**config.mk**
```make
export PLATFORM = sky130hd
export DESIGN_NAME = lottery_task_scheduler_unit_flat
export DESIGN_NICKNAME = d
export VERILOG_FILES = /design/src/design/lts_pkg.sv /design/src/design/lts_ifs.sv /design/src/design/lottery_task_scheduler_unit.sv /design/src/design/lts_div.sv /design/src/flat_wrapper.sv
export VERILOG_INCLUDE_DIRS = /design/src /design/src/design
export SDC_FILE = /design/constraint.sdc
export NUM_CORES = 2
export LEC_CHECK = 0
export BUFFER_PORTS_ARGS = -buffer_cell sky130_fd_sc_hd__buf_4
export CAP_MARGIN = 0
export CORE_AREA = 2 2 309 311
export CTS_CLUSTER_DIAMETER = 200
export DETAILED_ROUTE_END_ITERATION = 12
export DIE_AREA = 0 0 311 313
export GPL_ROUTABILITY_DRIVEN = 0
export PLACE_DENSITY = 0.83
export SLEW_MARGIN = 10
export SYNTH_ARGS = -nofsm -noshare
export SYNTH_HDL_FRONTEND = slang
export SYNTH_SLANG_ARGS = --single-unit
```
**constraint.sdc**
```tcl
create_clock -name clk -period 4.8 [get_ports clk]
set_clock_uncertainty 0.2 [all_clocks]
set_input_delay 0.72 -clock clk [delete_from_list [all_inputs] [get_ports clk]]
set_output_delay 0.72 -clock clk [all_outputs]
set_load 0.03 [all_outputs]
```
**src/design/assert_macros.svh**
```systemverilog
// Concurrent check helpers used by the RTL.
`ifndef ASSERT_MACROS_SVH
`define ASSERT_MACROS_SVH

// Same-cycle implication.
`define ASSERT_IMPLIES(label, clk, rst, pre, post, msg) \
  label: assert property (@(posedge clk) disable iff (rst) (pre) |-> (post)) else $error(msg);

// Next-cycle implication.
`define ASSERT_NEXT(label, clk, rst, pre, post, msg) \
  label: assert property (@(posedge clk) disable iff (rst) (pre) |=> (post)) else $error(msg);

`endif

```
**src/design/lts_pkg.sv**
```systemverilog
package lts_pkg;

  typedef enum logic [3:0] {
    ST_IDLE,
    ST_UB_RD,
    ST_UB_CHK,
    ST_BLK,
    ST_BLK_DIV,
    ST_BLK_PUT,
    ST_DRAW,
    ST_DR_DIV,
    ST_DR_RD,
    ST_DR_CHK,
    ST_SH_RD,
    ST_SH_WR,
    ST_EMIT
  } state_t;

  localparam logic [1:0] REQ_LOAD    = 2'd0;
  localparam logic [1:0] REQ_UNBLOCK = 2'd1;
  localparam logic [1:0] REQ_TICK    = 2'd2;

  localparam logic [1:0] RSN_TICK  = 2'd0;
  localparam logic [1:0] RSN_BLOCK = 2'd1;
  localparam logic [1:0] RSN_EXIT  = 2'd2;

  localparam int CFG_IDX_W = 1;
  localparam logic [CFG_IDX_W-1:0] CFG_QUANTUM = 1'b0;
  localparam logic [CFG_IDX_W-1:0] CFG_SEED    = 1'b1;

  localparam logic [31:0] LFSR_MASK   = 32'h8020_0003;
  localparam logic [7:0]  QUANTUM_RST = 8'd10;
  localparam logic [31:0] SEED_RST    = 32'd1;

  typedef struct packed {
    logic [7:0] id;
    logic [7:0] tickets;
  } entry_t;

  // Right-shifting Galois LFSR, one step.
  function automatic logic [31:0] lfsr_step(input logic [31:0] s);
    return (s >> 1) ^ (s[0] ? LFSR_MASK : 32'd0);
  endfunction

endpackage

```
**src/design/lts_ifs.sv**
```systemverilog
interface lts_req_if;
  logic       valid;
  logic       ready;
  logic [1:0] req_type;
  logic [7:0] task_id;
  logic [1:0] tick_reason;
  modport source (output valid, req_type, task_id, tick_reason, input ready);
  modport sink (input valid, req_type, task_id, tick_reason, output ready);
endinterface

interface lts_res_if;
  logic       valid;
  logic       ready;
  logic [7:0] run_task;
  logic       is_idle;
  modport source (output valid, run_task, is_idle, input ready);
  modport sink (input valid, run_task, is_idle, output ready);
endinterface

interface lts_cfg_if;
  logic                           valid;
  logic                           ready;
  logic [lts_pkg::CFG_IDX_W-1:0]  index;
  logic [31:0]                    data;
  modport source (output valid, index, data, input ready);
  modport sink (input valid, index, data, output ready);
endinterface

```
**src/design/lottery_task_scheduler_unit.sv**
```systemverilog
// Channel | Dir | Payload                          | Accepted when
// req     | in  | req_type, task_id, tick_reason   | req.valid && req.ready
// res     | out | run_task, is_idle                | res.valid && res.ready
// cfg     | in  | index, data                      | cfg.valid && cfg.ready
//
// One item at a time; req.ready and cfg.ready are high only between items.
// A load is written in the idle state; an unblock reads and checks each blocked entry
// searched and moves later entries up. A draw runs the shared divider, then walks the
// ready entries and moves later ones up; a block may first run the divider for the reward.
// Reset is synchronous; the result register holds until res.ready is seen.
`include "assert_macros.svh"

module lottery_task_scheduler_unit #(
  parameter int MAX_TASKS = 32
) (
  input  logic       clk,
  input  logic       rst,
  lts_req_if.sink    req,
  lts_res_if.source  res,
  lts_cfg_if.sink    cfg
);
  localparam int IW = $clog2(MAX_TASKS);
  localparam int CW = $clog2(MAX_TASKS + 1);
  localparam int TW = $clog2(MAX_TASKS * 255 + 1);

  lts_pkg::state_t state, state_next;

  lts_pkg::entry_t ready_mem [MAX_TASKS];
  lts_pkg::entry_t blocked_mem [MAX_TASKS];
  lts_pkg::entry_t rdata_r, rdata_b, wdata_r, wdata_b;
  logic [IW-1:0]   raddr, waddr_r, waddr_b;
  logic            we_r, we_b;

  logic [CW-1:0] ready_count, blocked_count;
  logic [TW-1:0] ticket_total, sum, win;
  logic [IW-1:0] idx;
  logic [7:0]    running_id, ticks_left, quantum, reward, id_q;
  logic          running_valid, sh_blocked;
  logic [31:0]   lfsr;
  logic          res_valid, res_idle;
  logic [7:0]    res_task;

  logic          div_start, div_busy, div_done;
  logic [31:0]   div_num, div_quot;
  logic [TW-1:0] div_den, div_rem;

  logic          accept, tick_acc, r_room, b_room, is_exit, is_block, requeue;
  logic [7:0]    tl_dec, used;
  logic [TW:0]   sum_try;
  logic          hit, last, more;
  logic [CW-1:0] idx_ext, sh_count;

  assign accept   = req.valid && req.ready;
  assign tick_acc = accept && req.req_type == lts_pkg::REQ_TICK;
  assign r_room   = ready_count < CW'(MAX_TASKS);
  assign b_room   = blocked_count < CW'(MAX_TASKS);
  assign is_exit  = running_valid && req.tick_reason == lts_pkg::RSN_EXIT;
  assign is_block = running_valid && req.tick_reason == lts_pkg::RSN_BLOCK;
  assign requeue  = running_valid && !is_exit && !is_block && ticks_left == 8'd1;
  assign tl_dec   = (ticks_left != 8'd0) ? ticks_left - 8'd1 : ticks_left;
  assign used     = quantum - ticks_left;
  assign sum_try  = {1'b0, sum} + (TW + 1)'(rdata_r.tickets);
  assign hit      = sum_try > {1'b0, win};
  assign idx_ext  = CW'(idx);
  assign last     = idx_ext + CW'(1) == ready_count;
  assign sh_count = sh_blocked ? blocked_count : ready_count;
  // During a shift, idx is the slot being refilled; more slots follow if idx+2 < count.
  assign more     = idx_ext + CW'(2) < sh_count;

  assign cfg.ready = state == lts_pkg::ST_IDLE;
  assign res.valid    = res_valid;
  assign res.run_task = res_task;
  assign res.is_idle  = res_idle;

  lts_div #(.NW(32), .DW(TW)) u_div (
    .clk   (clk),
    .rst   (rst),
    .start (div_start),
    .num   (div_num),
    .den   (div_den),
    .busy  (div_busy),
    .done  (div_done),
    .quot  (div_quot),
    .rem   (div_rem)
  );

  always_ff @(posedge clk) begin
    if (we_r) begin
      ready_mem[waddr_r] <= wdata_r;
    end
    rdata_r <= ready_mem[raddr];
  end

  always_ff @(posedge clk) begin
    if (we_b) begin
      blocked_mem[waddr_b] <= wdata_b;
    end
    rdata_b <= blocked_mem[raddr];
  end

  always_comb begin
    state_next = state;
    case (state)
      lts_pkg::ST_IDLE: begin
        if (accept) begin
          case (req.req_type)
            lts_pkg::REQ_UNBLOCK: begin
              if (blocked_count != '0) state_next = lts_pkg::ST_UB_RD;
            end
            lts_pkg::REQ_TICK: begin
              if (is_exit) state_next = lts_pkg::ST_DRAW;
              else if (is_block) state_next = lts_pkg::ST_BLK;
              else if (requeue) state_next = r_room ? lts_pkg::ST_DRAW : lts_pkg::ST_EMIT;
              else if (!running_valid && ready_count != '0) state_next = lts_pkg::ST_DRAW;
              else state_next = lts_pkg::ST_EMIT;
            end
            default: state_next = lts_pkg::ST_IDLE;
          endcase
        end
      end
      lts_pkg::ST_UB_RD: state_next = lts_pkg::ST_UB_CHK;
      lts_pkg::ST_UB_CHK: begin
        if (rdata_b.id == id_q) begin
          if (!r_room) state_next = lts_pkg::ST_IDLE;
          else if (idx_ext + CW'(1) < blocked_count) state_next = lts_pkg::ST_SH_RD;
          else state_next = lts_pkg::ST_IDLE;
        end else if (idx_ext + CW'(1) < blocked_count) begin
          state_next = lts_pkg::ST_UB_RD;
        end else begin
          state_next = lts_pkg::ST_IDLE;
        end
      end
      lts_pkg::ST_BLK: begin
        state_next = (quantum > ticks_left) ? lts_pkg::ST_BLK_DIV : lts_pkg::ST_BLK_PUT;
      end
      lts_pkg::ST_BLK_DIV: begin
        if (div_done) state_next = lts_pkg::ST_BLK_PUT;
      end
      lts_pkg::ST_BLK_PUT: state_next = lts_pkg::ST_DRAW;
      lts_pkg::ST_DRAW: begin
        if (ready_count == '0 || ticket_total == '0) state_next = lts_pkg::ST_EMIT;
        else state_next = lts_pkg::ST_DR_DIV;
      end
      lts_pkg::ST_DR_DIV: begin
        if (div_done) state_next = lts_pkg::ST_DR_RD;
      end
      lts_pkg::ST_DR_RD: state_next = lts_pkg::ST_DR_CHK;
      lts_pkg::ST_DR_CHK: begin
        if (hit || last) state_next = last ? lts_pkg::ST_EMIT : lts_pkg::ST_SH_RD;
        else state_next = lts_pkg::ST_DR_RD;
      end
      lts_pkg::ST_SH_RD: state_next = lts_pkg::ST_SH_WR;
      lts_pkg::ST_SH_WR: begin
        if (more) state_next = lts_pkg::ST_SH_RD;
        else state_next = sh_blocked ? lts_pkg::ST_IDLE : lts_pkg::ST_EMIT;
      end
      lts_pkg::ST_EMIT: begin
        if (!res_valid || res.ready) state_next = lts_pkg::ST_IDLE;
      end
      default: state_next = lts_pkg::ST_IDLE;
    endcase
  end

  always_comb begin
    req.ready = state == lts_pkg::ST_IDLE;
    raddr     = (state == lts_pkg::ST_SH_RD) ? IW'(idx_ext + CW'(1)) : idx;
    we_r      = 1'b0;
    waddr_r   = IW'(ready_count);
    wdata_r   = '{id: req.task_id, tickets: 8'd1};
    we_b      = 1'b0;
    waddr_b   = IW'(blocked_count);
    wdata_b   = '{id: running_id, tickets: reward};
    div_start = 1'b0;
    div_num   = lts_pkg::lfsr_step(lfsr);
    div_den   = ticket_total;
    case (state)
      lts_pkg::ST_IDLE: begin
        if (accept && req.req_type == lts_pkg::REQ_LOAD && r_room) begin
          we_r = 1'b1;
        end
        if (accept && req.req_type == lts_pkg::REQ_TICK && requeue && r_room) begin
          we_r    = 1'b1;
          wdata_r = '{id: running_id, tickets: 8'd1};
        end
      end
      lts_pkg::ST_UB_CHK: begin
        if (rdata_b.id == id_q && r_room) begin
          we_r    = 1'b1;
          wdata_r = '{id: id_q, tickets: rdata_b.tickets};
        end
      end
      lts_pkg::ST_BLK: begin
        if (quantum > ticks_left) begin
          div_start = 1'b1;
          div_num   = {24'd0, quantum};
          div_den   = TW'(used);
        end
      end
      lts_pkg::ST_BLK_PUT: begin
        we_b = b_room;
      end
      lts_pkg::ST_DRAW: begin
        div_start = ready_count != '0 && ticket_total != '0;
      end
      lts_pkg::ST_SH_WR: begin
        if (sh_blocked) begin
          we_b    = 1'b1;
          waddr_b = idx;
          wdata_b = rdata_b;
        end else begin
          we_r    = 1'b1;
          waddr_r = idx;
          wdata_r = rdata_r;
        end
      end
      default: begin
      end
    endcase
  end

  always_ff @(posedge clk) begin
    if (rst) begin
      state <= lts_pkg::ST_IDLE;
    end else begin
      state <= state_next;
    end
  end

  // The result register fills in EMIT and empties when the item is taken.
  always_ff @(posedge clk) begin
    if (rst) begin
      res_valid <= 1'b0;
    end else if (state == lts_pkg::ST_EMIT && (!res_valid || res.ready)) begin
      res_valid <= 1'b1;
    end else if (res.ready) begin
      res_valid <= 1'b0;
    end
  end

  always_ff @(posedge clk) begin
    if (rst) begin
      ready_count   <= '0;
      blocked_count <= '0;
      ticket_total  <= '0;
      running_id    <= '0;
      running_valid <= 1'b0;
      ticks_left    <= lts_pkg::QUANTUM_RST;
      quantum       <= lts_pkg::QUANTUM_RST;
      lfsr          <= lts_pkg::SEED_RST;
      sh_blocked    <= 1'b0;
      idx           <= '0;
    end else begin
      if (cfg.valid && cfg.ready) begin
        if (cfg.index == lts_pkg::CFG_QUANTUM) quantum <= cfg.data[7:0];
        if (cfg.index == lts_pkg::CFG_SEED) lfsr <= (cfg.data == '0) ? 32'd1 : cfg.data;
      end
      case (state)
        lts_pkg::ST_IDLE: begin
          if (accept) begin
            id_q <= req.task_id;
            idx  <= '0;
            case (req.req_type)
              lts_pkg::REQ_LOAD: begin
                if (r_room) begin
                  ready_count  <= ready_count + CW'(1);
                  ticket_total <= ticket_total + TW'(1);
                end
              end
              lts_pkg::REQ_TICK: begin
                if (is_block) begin
                  ticks_left <= tl_dec;
                end else if (!is_exit && requeue) begin
                  if (r_room) begin
                    ready_count  <= ready_count + CW'(1);
                    ticket_total <= ticket_total + TW'(1);
                  end else begin
                    ticks_left <= quantum;
                  end
                end else if (!is_exit && !(!running_valid && ready_count != '0)) begin
                  ticks_left <= tl_dec;
                end
              end
              default: begin
              end
            endcase
          end
        end
        lts_pkg::ST_UB_CHK: begin
          if (rdata_b.id == id_q) begin
            if (r_room) begin
              ready_count  <= ready_count + CW'(1);
              ticket_total <= ticket_total + TW'(rdata_b.tickets);
              sh_blocked   <= 1'b1;
              if (!(idx_ext + CW'(1) < blocked_count)) blocked_count <= blocked_count - CW'(1);
            end
          end else begin
            idx <= idx + IW'(1);
          end
        end
        lts_pkg::ST_BLK: begin
          reward <= 8'd1;
        end
        lts_pkg::ST_BLK_DIV: begin
          if (div_done) reward <= (div_quot[7:0] == 8'd0) ? 8'd1 : div_quot[7:0];
        end
        lts_pkg::ST_BLK_PUT: begin
          if (b_room) blocked_count <= blocked_count + CW'(1);
        end
        lts_pkg::ST_DRAW: begin
          running_valid <= 1'b0;
          running_id    <= '0;
          if (ready_count != '0 && ticket_total != '0) lfsr <= lts_pkg::lfsr_step(lfsr);
        end
        lts_pkg::ST_DR_DIV: begin
          win <= div_rem;
          sum <= '0;
          idx <= '0;
        end
        lts_pkg::ST_DR_CHK: begin
          if (hit || last) begin
            running_id    <= rdata_r.id;
            running_valid <= 1'b1;
            ticket_total  <= ticket_total - TW'(rdata_r.tickets);
            ticks_left    <= quantum;
            sh_blocked    <= 1'b0;
            if (last) ready_count <= ready_count - CW'(1);
          end else begin
            sum <= sum_try[TW-1:0];
            idx <= idx + IW'(1);
          end
        end
        lts_pkg::ST_SH_WR: begin
          if (more) begin
            idx <= idx + IW'(1);
          end else if (sh_blocked) begin
            blocked_count <= blocked_count - CW'(1);
          end else begin
            ready_count <= ready_count - CW'(1);
          end
        end
        lts_pkg::ST_EMIT: begin
          if (!res_valid || res.ready) begin
            res_task  <= running_valid ? running_id : 8'd0;
            res_idle  <= !running_valid;
          end
        end
        default: begin
        end
      endcase
    end
  end

  `ASSERT_NEXT(a_tick_busy, clk, rst, tick_acc, !req.ready, "tick item did not leave idle")
  `ASSERT_IMPLIES(a_empty_total, clk, rst, ready_count == '0, ticket_total == '0, "stray tickets")
  `ASSERT_IMPLIES(a_idle_zero, clk, rst, res.valid && res.is_idle, res.run_task == 8'd0, "idle id")
  `ASSERT_NEXT(a_div_runs, clk, rst, div_start, div_busy, "divider did not start")

endmodule

```
**src/design/lts_div.sv**
```systemverilog
// Restoring divider, one quotient bit per cycle.
module lts_div #(
  parameter int NW = 32,
  parameter int DW = 13
) (
  input  logic          clk,
  input  logic          rst,
  input  logic          start,
  input  logic [NW-1:0] num,
  input  logic [DW-1:0] den,
  output logic          busy,
  output logic          done,
  output logic [NW-1:0] quot,
  output logic [DW-1:0] rem
);
  localparam int CNTW = $clog2(NW + 1);

  logic [CNTW-1:0] cnt;
  logic [NW-1:0]   qsh;
  logic [DW-1:0]   r;
  logic [DW-1:0]   d;
  logic [DW:0]     trial;
  logic            fits;

  assign trial = {r, qsh[NW-1]};
  assign fits  = trial >= {1'b0, d};
  assign busy  = cnt != '0;
  assign quot  = qsh;
  assign rem   = r;

  always_ff @(posedge clk) begin
    if (rst) begin
      cnt  <= '0;
      done <= 1'b0;
    end else begin
      done <= 1'b0;
      if (start) begin
        cnt <= CNTW'(NW);
      end else if (busy) begin
        cnt <= cnt - CNTW'(1);
        if (cnt == CNTW'(1)) begin
          done <= 1'b1;
        end
      end
    end
  end

  always_ff @(posedge clk) begin
    if (start) begin
      qsh <= num;
      r   <= '0;
      d   <= den;
    end else if (busy) begin
      qsh <= {qsh[NW-2:0], fits};
      r   <= fits ? DW'(trial - {1'b0, d}) : trial[DW-1:0];
    end
  end
endmodule
```
**src/flat_wrapper.sv**
```systemverilog
// flat-port wrapper written by rule: the top's interface ports become plain ports
module lottery_task_scheduler_unit_flat 
#(
  parameter int MAX_TASKS = 32
)
  (clk, rst, req_valid, req_req_type, req_task_id, req_tick_reason, req_ready, res_valid, res_run_task, res_is_idle, res_ready, cfg_valid, cfg_index, cfg_data, cfg_ready);
  lts_req_if req_i ();
  lts_res_if res_i ();
  lts_cfg_if cfg_i ();
  input  logic clk;
  input  logic rst;
  input wire logic [$bits(req_i.valid)-1:0] req_valid;
  input wire logic [$bits(req_i.req_type)-1:0] req_req_type;
  input wire logic [$bits(req_i.task_id)-1:0] req_task_id;
  input wire logic [$bits(req_i.tick_reason)-1:0] req_tick_reason;
  output wire logic [$bits(req_i.ready)-1:0] req_ready;
  output wire logic [$bits(res_i.valid)-1:0] res_valid;
  output wire logic [$bits(res_i.run_task)-1:0] res_run_task;
  output wire logic [$bits(res_i.is_idle)-1:0] res_is_idle;
  input wire logic [$bits(res_i.ready)-1:0] res_ready;
  input wire logic [$bits(cfg_i.valid)-1:0] cfg_valid;
  input wire logic [$bits(cfg_i.index)-1:0] cfg_index;
  input wire logic [$bits(cfg_i.data)-1:0] cfg_data;
  output wire logic [$bits(cfg_i.ready)-1:0] cfg_ready;
  assign req_i.valid = req_valid;
  assign req_i.req_type = req_req_type;
  assign req_i.task_id = req_task_id;
  assign req_i.tick_reason = req_tick_reason;
  assign req_ready = req_i.ready;
  assign res_valid = res_i.valid;
  assign res_run_task = res_i.run_task;
  assign res_is_idle = res_i.is_idle;
  assign res_i.ready = res_ready;
  assign cfg_i.valid = cfg_valid;
  assign cfg_i.index = cfg_index;
  assign cfg_i.data = cfg_data;
  assign cfg_ready = cfg_i.ready;
  lottery_task_scheduler_unit #(.MAX_TASKS(MAX_TASKS)) u_core (.clk(clk), .rst(rst), .req(req_i), .res(res_i), .cfg(cfg_i));
endmodule
```
==> impl_metrics.env <==
export IMPL_status="finished clean"
export IMPL_cp_max_fo=13
export IMPL_drive_gt1_frac=0.206
export IMPL_finalHoldViolCount=0
export IMPL_via_per_inst=6.58
export IMPL_yosysWarningCount=0
export IMPL_grt_pass1_wl_um=200000
export IMPL_seqPwrFrac=0.517
export IMPL_clock_path_buffers=3
export IMPL_swShare=0.240
export IMPL_setup_viol=0
export IMPL_synthFlopType="edfxtp_1"
export IMPL_netlist_area_mm2=0.0534
export IMPL_die_w_um=311
export IMPL_p_per_area_mw_per_mm2=407
export IMPL_internal_power_mw=18.6
export IMPL_root_buffer="clkbuf_16"
export IMPL_antennaDiodeCount=0
export IMPL_insertion_delay_ps=710
export IMPL_finalCriticalPeriod_ps=4470
export IMPL_crit_path_end_kind="flop"
export IMPL_drt_iter0_markers=4552
export IMPL_worstMarginPinSlew_ps=1140
export IMPL_clock_sinks=1265
export IMPL_fin_nets=3541
export IMPL_synth_seq_area_share=0.685
export IMPL_final_area_mm2=0.0601
export IMPL_dr_pass1_iters=5
export IMPL_critPathSlowestCell="fa_1"
export IMPL_grt_ovfl_total=0
export IMPL_via_count=31400
export IMPL_critPathMaxStageDelay_ps=410
export IMPL_die_y_um=313
export IMPL_routedWlPerCell_um=28.1
export IMPL_dieArea_mm2=0.0973
export IMPL_comb_power_share=0.098
export IMPL_synth_edf_count=1120
export IMPL_maxSlewHeadroom=0.241
export IMPL_drc_errors=0
export IMPL_fp_row_count=113
export IMPL_setup_tns_final_ps=0
export IMPL_rsz0062_at_grt="no"
export IMPL_syn_nets=3367
export IMPL_io_buffers=61
export IMPL_hpwl_um=77900
export IMPL_cts_htree_levels=3
export IMPL_ir_drop_v=0.000354
export IMPL_nFillCells=6137
export IMPL_boundaryPins=62
export IMPL_max_freq_mhz=223
export IMPL_cp_top_family="compound AO/OA/AOI/OAI gates"
export IMPL_numCtsBuffers=116
export IMPL_power_mw=24.4
export IMPL_p_leak_nw=21.0
export IMPL_maxCapViolations=0
export IMPL_async_flop_share=0
export IMPL_clockPowerShare=0.385
export IMPL_cts_tree="built"
export IMPL_routed_wl_um=134000
export IMPL_ant_nets=0
export IMPL_track_usage=0.275
export IMPL_start_util=0.567
export IMPL_antenna_found_initial=2
export IMPL_place_area_mm2=0.0562
export IMPL_cp_required_ps=4980
export IMPL_criticalPathCategory="reg2reg"
export IMPL_drv_slew=0
export IMPL_grt_pass1_vias=31300
export IMPL_syn_avg_cell_area_um2=16.5
export IMPL_worstPathArrival_ps=4660
export IMPL_grt_max_degree=111
export IMPL_clk_pin_slew_ps=70
export IMPL_syn_to_final_growth_pct=12.6
export IMPL_ys_seq_elements=1265
export IMPL_post_route_period_util=0.932
export IMPL_synth_cells=3226
export IMPL_crit_chain="ha_1, inv_1, fa_1, nor2b_1, o21ai_0, a21oi_1, o21ai_0, a21o_1, or3_1, nand2_1, ha_1, a21oi_1, nand3b_1, o21ai_2, and2_1, a41oi_1, nor3b_2, buf_4"
export IMPL_yosys_cell_types_count=86
export IMPL_core_area_mm2=0.0942
export IMPL_startpoint_type="flop"
export IMPL_p_switching_mw=5.86
export IMPL_hp_class="in2reg"
export IMPL_cp_num_buf_inv=2
-- routing by layer --
metal	GRT usage	part of all wire	up-vias
met5	0	0.00021	-
met4	0.138	0.055	4
met3	0.0519	0.10	430
met2	0.445	0.48	2110
met1	0.361	0.36	15700
li1	-	-	13100
-- sequential cells by signal, summed over array words and instances (netlist names), 4 cells and up --
register,flops
u_core.blocked_count,6
u_core.blocked_mem,512
u_core.id_q,8
u_core.idx,5
u_core.lfsr,32
u_core.quantum,8
u_core.rdata_b,16
u_core.rdata_r,16
u_core.ready_count,6
u_core.ready_mem,512
u_core.res.run_task,8
u_core.reward,8
u_core.running_id,8
u_core.state,4
u_core.sum,13
u_core.ticket_total,13
u_core.ticks_left,8
u_core.u_div.cnt,6
u_core.u_div.d,13
u_core.u_div.quot,32
u_core.u_div.rem,13
u_core.win,13
-- cell families after synthesis --
family / count (synthesis) / synth area share
DFF: 1265 / 0.685
and+or+nand+nor: 658 / 0.0576
muxes: 448 / 0.145
AOI/OAI and AO/OA: 432 / 0.0576
buffers and inverters: 256 / 0.0203
adders and majority gates: 91 / 0.0222
xor gates and xnor gates: 76 / 0.0128
-- synthesized netlist by cell type (10+ instances only) --
cell type,number,area share
edfxtp_1,1120,0.63
mux4_2,256,0.11
nor2_1,212,0.015
nand2_1,210,0.015
mux2i_1,164,0.031
dfxtp_1,145,0.054
a21oi_1,101,0.0095
inv_1,87,0.0061
clkbuf_1,86,0.0061
ha_1,85,0.020
o21ai_0,70,0.0066
xnor2_1,58,0.0095
nor3_1,48,0.0045
a221oi_1,47,0.0077
buf_2,47,0.0044
and2_1,40,0.0047
a32o_1,33,0.0062
mux2_2,27,0.0057
a211oi_1,26,0.0037
nand3_1,24,0.0023
buf_1,21,0.0015
nor4_1,20,0.0023
nand2b_1,18,0.0021
nand4_1,17,0.0020
o31ai_1,17,0.0024
a21o_1,16,0.0023
nor2b_1,16,0.0019
xor2_1,16,0.0026
a22o_1,14,0.0023
a31oi_1,14,0.0016
buf_4,13,0.0018
o21a_1,10,0.0014
-- placed cells by master, fill, tap and decap left out, types with 19 or more instances in the layout --
cell type,count
nor2_1,211
a21oi_1,100
clkbuf_1,30
a221oi_1,47
nor3_1,46
clkbuf_16,118
buf_4,205
nand2_1,210
xnor2_1,56
mux4_2,256
clkinv_2,22
nand3_1,24
ha_1,85
a211oi_1,25
inv_1,87
mux2i_1,164
dfxtp_1,145
nor4_1,19
a32o_1,33
edfxtp_1,1120
and2_1,40
o21ai_0,68
mux2_2,27
-- area by class of cell --
| type | instances | area (µm²) | share of cell area |
|---|---|---|---|
| Clock buffer | 152 | 3120 | 0.0519 |
| Clock inverter | 68 | 746 | 0.0124 |
| Inverter | 87 | 327 | 0.00544 |
| Multi-Input combinational cell | 1705 | 15900 | 0.264 |
| Sequential cell | 1265 | 36500 | 0.608 |
| Tap cell | 1265 | 1580 | 0.0263 |
| Timing Repair Buffer | 225 | 1880 | 0.0313 |
-- path summary, 6_finish.rpt --
kind                          start         endpoint  slack [ps]  cells past startpoint
setup / recovery  u_core.rdata_r[0]    u_core.sum[2]         330                     18
hold / removal       req_task_id[4]   u_core.id_q[4]          20                      1
setup reg to reg  u_core.rdata_r[0]    u_core.sum[2]         330                     18
hold reg to reg     u_core.lfsr[11]  u_core.lfsr[10]         300                      2
-- timing repair --
action	in CTS	in global routing
endpoints found under the setup margin	0	13
resized for setup	0	1
endpoints found under the hold margin	6	0
setup buffers	0	0
hold buffers	6	0
-- metrics by stage --
stage               setup slack (ps)  hold slack, ps  cells  utilization
finish                           326            15.6   4767        0.638
detailed placement               263             291   4541        0.596
global route                    57.2            18.6   4767        0.638
floorplan                       17.8             251   3226            -
CTS                              240            2.22   4767        0.638
global placement                 306             270   4541        0.596
-- power groups by stage --
stage	registers, mW	logic, mW	clock network (mW)
after floorplan	12.7	1.75	0
final	12.6	2.40	9.41
after CTS	12.6	2.37	9.49
after global routing	12.7	2.63	9.85
after global placement	12.8	2.28	0
after detailed placement	12.8	2.34	0
-- worst register-to-register path: stages (launching register included) --
cell and delay, ps:
dfxtp_1 380, ha_1 210, inv_1 60, fa_1 410, nor2b_1 120, o21ai_0 110
a21oi_1 200, o21ai_0 160, a21o_1 220, or3_1 370, nand2_1 90, ha_1 230
a21oi_1 180, nand3b_1 110, o21ai_2 280, and2_1 210, a41oi_1 170, nor3b_2 210
buf_4 230
Note: power is estimated with default switching activity, not from simulation.
